===== src/sv/assert_macros.svh =====
// Assertion macros for the RTL files; etq_combine includes them.
// No dependencies; define ASSERT_OFF to compile the checks out.
`ifndef ASSERT_MACROS_SVH
`define ASSERT_MACROS_SVH
`ifndef ASSERT_OFF
`define ASSERT_RST(lbl, clk, rst, prop) \
   lbl: assert property (@(posedge clk) disable iff (rst) prop) \
      else $error("%m: check failed");
`define ASSERT_CLK(lbl, clk, prop) \
   lbl: assert property (@(posedge clk) prop) \
      else $error("%m: check failed");
`else
`define ASSERT_RST(lbl, clk, rst, prop)
`define ASSERT_CLK(lbl, clk, prop)
`endif
`endif


===== src/sv/etq_pkg.sv =====
// Shared widths, constants, lane types and the arctangent table for the
// Euler-to-quaternion pipeline. No dependencies.
package etq_pkg;

   localparam int LANES             = 3;
   localparam int LANE_ROLL         = 0;
   localparam int LANE_PITCH        = 1;
   localparam int LANE_YAW          = 2;

   localparam int ANGLE_W           = 16;   // Q3.13 input angle
   localparam int Q_W               = 16;   // Q1.14 result
   localparam int Z_W               = 34;   // CORDIC angle accumulator, Q.30
   localparam int XY_W              = 33;   // CORDIC vector, Q.30
   localparam int TRIG_W            = 17;   // rounded sine/cosine, Q.15
   localparam int PAIR_W            = 34;   // product of two Q.15 values
   localparam int TRIPLE_W          = 48;   // product of three Q.15 values
   localparam int SUM_W             = TRIPLE_W + 1;

   localparam int CORDIC_STAGES_DEF = 14;
   localparam int ATAN_ENTRIES      = 24;
   localparam int ONE_Q14           = 16384;

   localparam logic signed [XY_W-1:0] CORDIC_GAIN_Q30 = 33'sd652032874;
   localparam logic signed [Z_W-1:0]  HALF_PI_Q30     = 34'sd1686629713;
   localparam logic signed [Z_W-1:0]  PI_Q30          = 34'sd3373259426;

   typedef struct packed {
      logic signed [XY_W-1:0] x;
      logic signed [XY_W-1:0] y;
      logic signed [Z_W-1:0]  z;
      logic                   flip;
   } cordic_lane_type;

   typedef cordic_lane_type [LANES-1:0] cordic_vec_type;

   // atan(2^-i) in Q.30
   function automatic logic signed [Z_W-1:0] atan_q30(input int unsigned idx);
      logic signed [Z_W-1:0] a;
      case (idx)
         0:       a = 34'sd843314857;
         1:       a = 34'sd497837830;
         2:       a = 34'sd263043837;
         3:       a = 34'sd133525159;
         4:       a = 34'sd67021687;
         5:       a = 34'sd33543516;
         6:       a = 34'sd16775851;
         7:       a = 34'sd8388437;
         8:       a = 34'sd4194283;
         9:       a = 34'sd2097149;
         10:      a = 34'sd1048576;
         11:      a = 34'sd524288;
         12:      a = 34'sd262144;
         13:      a = 34'sd131072;
         14:      a = 34'sd65536;
         15:      a = 34'sd32768;
         16:      a = 34'sd16384;
         17:      a = 34'sd8192;
         18:      a = 34'sd4096;
         19:      a = 34'sd2048;
         20:      a = 34'sd1024;
         21:      a = 34'sd512;
         22:      a = 34'sd256;
         23:      a = 34'sd128;
         default: a = '0;
      endcase
      return a;
   endfunction

endpackage


===== src/sv/etq_cordic_stage.sv =====
// One registered rotation-mode CORDIC iteration for the roll, pitch and yaw
// lanes, with its own valid/ready stage. Depends on etq_pkg.
module etq_cordic_stage
   import etq_pkg::*;
#(
   parameter int STAGE = 0
) (
   input  logic           clock,
   input  logic           reset,
   input  logic           in_valid,
   output logic           in_ready,
   input  cordic_vec_type in_lanes,
   output logic           out_valid,
   input  logic           out_ready,
   output cordic_vec_type out_lanes
);

   localparam logic signed [Z_W-1:0] ATAN_STEP = atan_q30(STAGE);

   cordic_vec_type lanes_in;
   cordic_vec_type lanes_ff;
   logic           valid_ff;

   always_comb begin
      logic signed [XY_W-1:0] xv;
      logic signed [XY_W-1:0] yv;
      logic signed [Z_W-1:0]  zv;
      logic signed [XY_W-1:0] dx;
      logic signed [XY_W-1:0] dy;
      for (int l = 0; l < LANES; l++) begin
         xv = in_lanes[l].x;
         yv = in_lanes[l].y;
         zv = in_lanes[l].z;
         dx = yv >>> STAGE;
         dy = xv >>> STAGE;
         lanes_in[l].flip = in_lanes[l].flip;
         if (!zv[Z_W-1]) begin
            lanes_in[l].x = xv - dx;
            lanes_in[l].y = yv + dy;
            lanes_in[l].z = zv - ATAN_STEP;
         end else begin
            lanes_in[l].x = xv + dx;
            lanes_in[l].y = yv - dy;
            lanes_in[l].z = zv + ATAN_STEP;
         end
      end
   end

   assign in_ready = !valid_ff || out_ready;

   always_ff @(posedge clock) begin
      if (reset) begin
         valid_ff <= 1'b0;
      end else if (in_ready) begin
         valid_ff <= in_valid;
      end
   end

   always_ff @(posedge clock) begin
      if (in_valid && in_ready) begin
         lanes_ff <= lanes_in;
      end
   end

   assign out_valid = valid_ff;
   assign out_lanes = lanes_ff;

endmodule


===== config.mk =====
export PLATFORM = sky130hd
export DESIGN_NAME = etq_cordic_stage
export DESIGN_NICKNAME = d
export VERILOG_FILES = /design/src/sv/assert_macros.svh /design/src/sv/etq_pkg.sv /design/src/sv/etq_cordic_stage.sv
export SDC_FILE = /design/constraint.sdc
export NUM_CORES = 1
export LEC_CHECK = 0
export BUFFER_PORTS_ARGS = -buffer_cell sky130_fd_sc_hd__clkbuf_2
export CORE_MARGIN = 2
export CORE_UTILIZATION = 40
export CTS_BUF_LIST = sky130_fd_sc_hd__clkbuf_8
export DETAILED_ROUTE_END_ITERATION = 8
export PLACE_DENSITY_LB_ADDON = 0.15
export SKIP_LAST_GASP = 1
export SYNTH_ARGS = -nofsm -noshare
export SYNTH_HDL_FRONTEND = slang
export SYNTH_SLANG_ARGS = --single-unit

===== constraint.sdc =====
create_clock -name clock -period 13.2 [get_ports clock]
set_input_delay 0 -clock clock [delete_from_list [all_inputs] [get_ports clock]]
set_output_delay 0 -clock clock [all_outputs]
set_load 0.02 [all_outputs]

Word-level counts from Yosys, hierarchy flattened:

Index checks and enable logic that the tools add are counted.

* register bits after elaboration: 304
* input bits: 307
* output and inout bits: 305
* logic and storage cells: 34

* add/sub/neg operators: 15
* multiplexer cells: 3
* reduce and logical (&&, ||, !) cells: 3

Operators with widths (count)
* $mux W100: 3
* $sub A33 B33 Y33: 6
* $add A34 B31 Y34 const B: 3
* $sub A34 B31 Y34 const B: 3
* $add A33 B33 Y33: 3
* $logic_and A1 B1 Y1: 1
* $logic_not A1 Y1: 1
* $logic_or A1 B1 Y1: 1

Depth between registers and ports, before layout:

Gate-level depths: netlist (run 1).

* word-level depth: 3
* depth in mapped cells: 14
* depth with buffers taken out: 13

Least setup slack after synthesis (run 1):

Ideal clock, no wire load.

* kind: register to register
* from: reg valid_ff, in the netlist out_valid
* to: reg lanes_ff (netlist bit out_lanes[0]), enable pin
* setup time: 699 ps
* arrival: 7455 ps
* data required time: 12501 ps
* path slack: 5046 ps
* stages on the path, launching flop included: 3
* path buffers: 0
* period minus slack after synthesis: 8154 ps
* path through: dfxtp_1 -> nand2b_1 -> and2_1

* word-level cells in the longest chain between the ends: 3

Ends and longest elaborated chain
* start: declaration: RTL line etq_cordic_stage.sv:22 `logic valid_ff;`
* start signal: assignment: RTL line etq_cordic_stage.sv:55 `valid_ff <= in_valid;`
* $logic_not A1 Y1: RTL line etq_cordic_stage.sv:49 `assign in_ready = !valid_ff || out_ready;`
* $logic_or A1 B1 Y1: RTL line etq_cordic_stage.sv:49
* net in_ready: RTL line etq_cordic_stage.sv:11 `output logic in_ready,`
* $logic_and A1 B1 Y1: RTL line etq_cordic_stage.sv:60 `if (in_valid && in_ready) begin`
* end signal: assignment: RTL line etq_cordic_stage.sv:61 `lanes_ff <= lanes_in;`
* end: declaration: RTL line etq_cordic_stage.sv:21 `cordic_vec_type lanes_ff;`

The timed path passes the listed nets, and every way through them passes these cells.
A chain may end at the register's enable or synchronous reset.

==> results.toml, run 1 <==
[status]
status = "finished, final reports clean"

[timing]
fmax_mhz = 243.7
fin_skew_ns = 0.03396
finalHoldViolations = 0
fin_setup_tns_ns = 0
setup_ws_ns = 9.097
finalCriticalPeriod_ns = 4.103
rsz0062_at_grt = "false"
min_period_over_period_pct = 31.08
tightest_slew_ns = 1.055
slew_headroom_pct = 29.70
finalMaxSlewViolations = 0
finalSetupViolCount = 0

[finish]
layout.nets = 4916
fillers = 7266
drive_gt1_share_pct = 18.19
area_delta_synth_final_pct = 23.75

[min_path]
hp-class = "input pin to flip-flop"

[synth]
syn_area_sq_um = 30010
ys_async_sr_fraction_pct = 0
ys_warn_count = 0
avgSynthCellArea_sq_um = 8.693
synth_seq_cells = 301
synth_edf_count = 300
syn_inst = 3452
ys_seq_area_share_pct = 30.09
synth_flop_cell = "edfxtp_1"
synth_fp_nets = 4155
ys_types = 107

[floorplanning]
row_count = 100
fp.dieH_um = 277.9
die_area_sq_um = 77230
core_sq_um = 74320
ios = 612
initial_core_util_pct = 40.38
die_w_um = 277.9

[power_and_ir_drop]
power_leakage_nw = 16.89
peakVddDrop_uv = 79.30
p_per_area_nw_per_um2 = 103.0
finalPower_mw = 3.826

[grt]
first_global_vias = 27570
grt_pass1_wl_um = 156800
grtUsageTotal_pct = 25.59
grt-ovfl-total = 0
antenna_found_initial = 33
grt_max_degree = 139

[critical_path]
r2r_slack_ns = 10.19
start_kind = "input pin"
critPathCaptureType = "flip-flop"
reg2reg_from = "out_valid"
crit-reg2reg-capture = "out_lanes[283]"
r2r_cells = 4
critPathLaunch = "in_lanes[236]"
endpoint = "out_lanes[236]"
crit_type = "input pin to flip-flop"
arrival_ns = 4.65
critPathMaxFanout = 55
cp.required_ns = 13.74

[routing]
first_pass_iters = 5
drtIter0Drc = 1761
wl_per_cell_um = 19.76
drcViolationCount = 0
vias = 28550
drt-total-wl_um = 103700
avgViaCountPerCell = 5.438
final_antenna_net_count = 0

[cts]
cts.path.max_buffers = 3
path_clk_slew_ns = 0.06
cts_sinks = 301
htreeDepth = 2
cts-buffers-inserted = 58
cts_root_buffer = "clkbuf_8"
insertion_delay_ns = 0.69
cts_tree = "built"
post_cts_buffers = 0

[placed_design]
dpl_worst_slack_ns = 9.151
port_buffers = 611
dpl.hpwl_um = 80440
gp_congestion = 0.9284

[run]
cap_violations = 0
-- kinds of logic (layout without fill, tap and decap cells) --
family / Yosys count / count (layout) / synth area share (%)
adders and majority gates: 396 / 396 / 16.81
AOI/OAI and AO/OA: 1149 / 1149 / 24.65
DFF: 301 / 301 / 30.09
xor gates and xnor gates: 274 / 274 / 7.997
and+or+nand+nor: 825 / 825 / 12.93
muxes: 40 / 40 / 1.338
buffers and inverters: 467 / 1275 / 6.187
other: 0 / 21 / 0
-- cell usage after synthesis, types with 43 or more instances --
cell	instances	area (sq um)
a21oi_1	407	2037
ha_1	384	4805
inv_1	309	1160
edfxtp_1	300	9009
nor2_1	294	1104
xnor2_1	216	1892
o21ai_0	197	986.0
nand2_1	189	709.4
a21o_1	107	803.3
o21bai_1	74	555.5
clkbuf_1	72	270.3
xor2_1	58	508.0
nor3_1	57	285.3
nand3_1	53	265.3
nor2b_1	52	325.3
nand2b_1	43	269.0
-- sequential cells by signal (all words and copies together) (netlist names) --
signal     count
out_valid      1
out_lanes    300
-- area by class of cell --
type	count	area (sq um)	share of cell area (%)
antenna	21	52.55	0.1415
sequential	301	9029	24.31
clock buffer	59	812.0	2.187
multi-input combinational	2684	19130	51.50
clock inverter	48	344.1	0.9265
inverter	331	1244	3.349
tap	969	1212	3.265
timing repair buffer	837	5318	14.32
-- worst min-delay path by stage --
stage / from / to / slack [ns] / depth (start not counted)
floorplan: reset / out_valid / 0.07 / 1
global placement: reset / out_valid / 0.17 / 2
detailed placement: reset / out_valid / 0.17 / 2
CTS: in_lanes[249] / out_lanes[250] / 0.0004 / 6
global route: in_lanes[0] / out_lanes[0] / 0.02 / 2
finish: in_lanes[0] / out_lanes[0] / 0.07 / 2
-- routing by layer --
metal,vias up,share of wire [%],GRT usage (%)
li1,13970,-,-
met5,-,0.12,0
met4,22,3.2,9.203
met1,13440,42,32.52
met3,183,6.5,5.272
met2,935,48,42.86
-- cells in the final DEF, fill, tap and decap left out, types with 57 or more instances in the layout --
cell type | synthesis | final
clkbuf_8 | 0 | 59
nor3_1 | 57 | 57
a21o_1 | 107 | 107
o21bai_1 | 74 | 74
a21oi_1 | 407 | 407
ha_1 | 384 | 384
edfxtp_1 | 300 | 300
xnor2_1 | 216 | 216
xor2_1 | 58 | 58
dlygate4sd3_1 | 0 | 217
inv_1 | 309 | 316
nor2_1 | 294 | 294
o21ai_0 | 197 | 197
clkbuf_2 | 0 | 608
nand2_1 | 189 | 189
-- stage by stage --
step           instances  area, sq um  utilization, %  hold slack, ns
3_5_place_dp        4905        33760           45.42          0.1666
4_1_cts             5229        37080           49.90       0.0004438
6_report            5250        37140           49.97         0.06760
5_1_grt             5246        37130           49.95         0.02001
2_1_floorplan       3452        30010               -         0.06907
3_3_place_gp        4905        33760           45.42          0.1702
-- worst max-delay path, cell delays in order --
cell           delay, ns
dlygate4sd3_1       0.54
buf_4               0.23
inv_2               0.12
buf_4               0.55
ha_1                0.41
and2_1              0.17
a221oi_1            0.35
o22ai_1             0.18
nor4_1              0.20
a22oi_1             0.19
a22o_1              0.29
o21ai_1             0.33
or2_2               0.20
a21oi_1             0.06
a211oi_1            0.21
dlygate4sd3_1       0.57
-- where the power goes --
part	switching [mW]	leakage, nW	internal (mW)	total [mW]
clock	0.456	0.631	0.515	0.971
sequential	0.0467	2.91	1.24	1.29
combinational	0.964	13.4	0.600	1.56
-- timing repair --
action                                 4_1_cts  5_1_grt
hold buffers                               217        0
endpoints found under the hold margin      165        0
gates resized for setup                      0        0
No activity file was read; power rests on OpenSTA's default activity.
==> run 2: changes to the inputs <==
==> constraint.sdc (replaced) <==
create_clock -name clock -period 4 [get_ports clock]
set_input_delay 0 -clock clock [delete_from_list [all_inputs] [get_ports clock]]
set_output_delay 0 -clock clock [all_outputs]
set_load 0.02 [all_outputs]
==> run 2 against run 1 <==
Effect of this change: global-route usage fell by 0.082 points; highest routed layer unchanged; clock skew down 0.016 ns; critical path depth down 1; final area grew 0.74%; largest power group unchanged; largest cell class unchanged.
==> results.toml, run 2 (synthesized netlist as in run 1, its figures left out) <==
[status]
status = "finished, final reports clean"

[critical_path]
cp.required_ns = 4.42
start_kind = "input pin"
crit_type = "input pin to flip-flop"
critPathBufInv = 5
critPathMaxFanout = 6
cp_cell_sequence = "dlygate4sd3_1 > clkbuf_2 > ha_1 > dlygate4sd3_1 > inv_2 > a21oi_2 > o211ai_1 > a2111oi_1 > or4b_4 > a21o_1 > nand3_1 > a21oi_1 > xnor2_1 > mux2i_1 > dlygate4sd3_1"
crit_slowest_cell = "dlygate4sd3_1"
arrival_ns = 4.25
critPathCaptureType = "flip-flop"
cp_common_cell = "dlygate4sd3_1"
slowest_delay_ns = 0.59
crit_family = "buffers and inverters"

[timing]
rsz0062_at_grt = "false"
min_period_over_period_pct = 95.59
finalSetupViolCount = 0
finalHoldViolations = 0
slew_headroom_pct = 32.09
fmax_mhz = 261.5
finalCriticalPeriod_ns = 3.823
setup_ws_ns = 0.1765
tightest_slew_ns = 1.019
fin_setup_tns_ns = 0
fin_skew_ns = 0.01750
finalMaxSlewViolations = 0

[grt]
grt-ovfl-total = 0
antenna_found_initial = 29
use_met3_pct = 5.466
first_global_vias = 27450
use_met2_pct = 41.35
grt_pass1_wl_um = 155900
grt_util_met1_pct = 33.04
grtUsageTotal_pct = 25.51
grt_max_degree = 93
gr-max-usage-layer = "met2"

[finish]
fillers = 7280
mostFrequentLayoutCell = "clkbuf_2"
layout.nets = 4947
multi_input_area_sq_um = 19130
area_delta_synth_final_pct = 24.67
layout_common_cells = "608 x clkbuf_2, 407 x a21oi_1, 384 x ha_1"
layout.cells.non_filler = 5278
largest_reg_flops = 300
regArea_sq_um = 9029
drive_gt1_share_pct = 18.43
final_cell_area_sq_um = 37410

[cts]
insertion_delay_ns = 0.67
cts_sinks = 301
path_clk_slew_ns = 0.05
cts_root_buffer = "clkbuf_8"
htreeDepth = 2
cts_resized = 0
cts_tree = "built"
cts.path.max_buffers = 3
cts-buffers-inserted = 58

[routing]
avgViaCountPerCell = 5.440
vias = 28710
wl_per_cell_um = 19.66
first_pass_iters = 8
drcViolationCount = 0
drt-total-wl_um = 103800
drtIter0Drc = 1804
final_antenna_net_count = 0

[power_and_ir_drop]
swShare_pct = 38.21
intPower_mw = 7.815
pwr-share-seq_pct = 33.6
p_per_area_nw_per_um2 = 338.0
peakVddDrop_uv = 213.4
p_clk_share_pct = 25.1
power_leakage_nw = 17.08
combPwrFrac_pct = 41.3
switching_power_mw = 4.832

[placed_design]
port_buffers = 611
place_inst = 4924
dpl-instance-area_sq_um = 33920
dpl.hpwl_um = 81170
gp_congestion = 0.9177
dpl_worst_slack_ns = 0.6472

[run]
cap_violations = 0

[floorplanning]
die_area_sq_um = 77230
initial_core_util_pct = 40.38
row_count = 100
die_w_um = 277.9
core_sq_um = 74320
ios = 612
fp.dieH_um = 277.9

[min_path]
hp-class = "input pin to flip-flop"
[run 2: changes by cell type in the layout (fill, tap and decap cells not counted), moves of 2 or more]
cell and change:
buf_12 +2, buf_4 +17, clkinv_1 -8, clkinv_2 -3, diode_2 -3, dlygate4sd3_1 +12, inv_1 +11, inv_6 +2
[run 2: through the flow]
stage	utilization (%)	hold slack, ns	power [mW]
global placement	45.64	0.1609	9.177
global route	50.33	0.05858	13.37
finish	50.34	0.05660	12.65
CTS	50.28	0.0009188	12.73
floorplan	-	0.06907	7.590
detailed placement	45.64	0.1659	9.164
[run 2: tightest hold or removal path, stage by stage]
cell and delay [ns]:
clkbuf_2 0.11, ha_1 0.20, nor2_1 0.06, nor2_1 0.07, a21oi_1 0.05, xnor2_1 0.11
[run 2: final timing paths]
kind	from	to	slack [ns]	cells past startpoint
setup / recovery	in_lanes[70]	out_lanes[67]	0.18	15
hold / removal	in_lanes[249]	out_lanes[250]	0.06	6
setup reg to reg	out_valid	out_lanes[172]	2.10	3
hold reg to reg	out_valid	out_lanes[132]	1.05	2
[run 2: power by group through the flow]
stage | Combinational, mW | Sequential (mW) | Clock (mW)
floorplan | 2.76 | 4.83 | 0
global placement | 4.87 | 4.31 | 0
detailed placement | 4.85 | 4.31 | 0
CTS | 5.18 | 4.25 | 3.29
global route | 5.67 | 4.28 | 3.41
finish | 5.23 | 4.25 | 3.17
[run 2: layout make-up]
type / instances / area share (%)
Clock inverter: 48 / 0.9063
Timing Repair Buffer: 868 / 14.98
Inverter: 331 / 3.324
Antenna cell: 18 / 0.1204
Sequential cell: 301 / 24.13
Tap cell: 969 / 3.241
Clock buffer: 59 / 2.170
Multi-Input combinational cell: 2684 / 51.12
[run 2: metal layers]
| layer | part of all wire, % | vias up | wire [um] |
|---|---|---|---|
| met3 | 7.4 | 187 | 7660 |
| met4 | 3.5 | 20 | 3621 |
| met1 | 42 | 13480 | 44050 |
| met2 | 47 | 978 | 48280 |
| li1 | - | 14050 | - |
| met5 | 0.13 | - | 138 |
[run 2: what timing repair did]
| item | CTS | global route |
|---|---|---|
| hold endpoints to repair | 194 | 0 |
| buffers inserted | 0 | 0 |
| setup endpoints to repair | 0 | 0 |
| hold buffers | 229 | 0 |
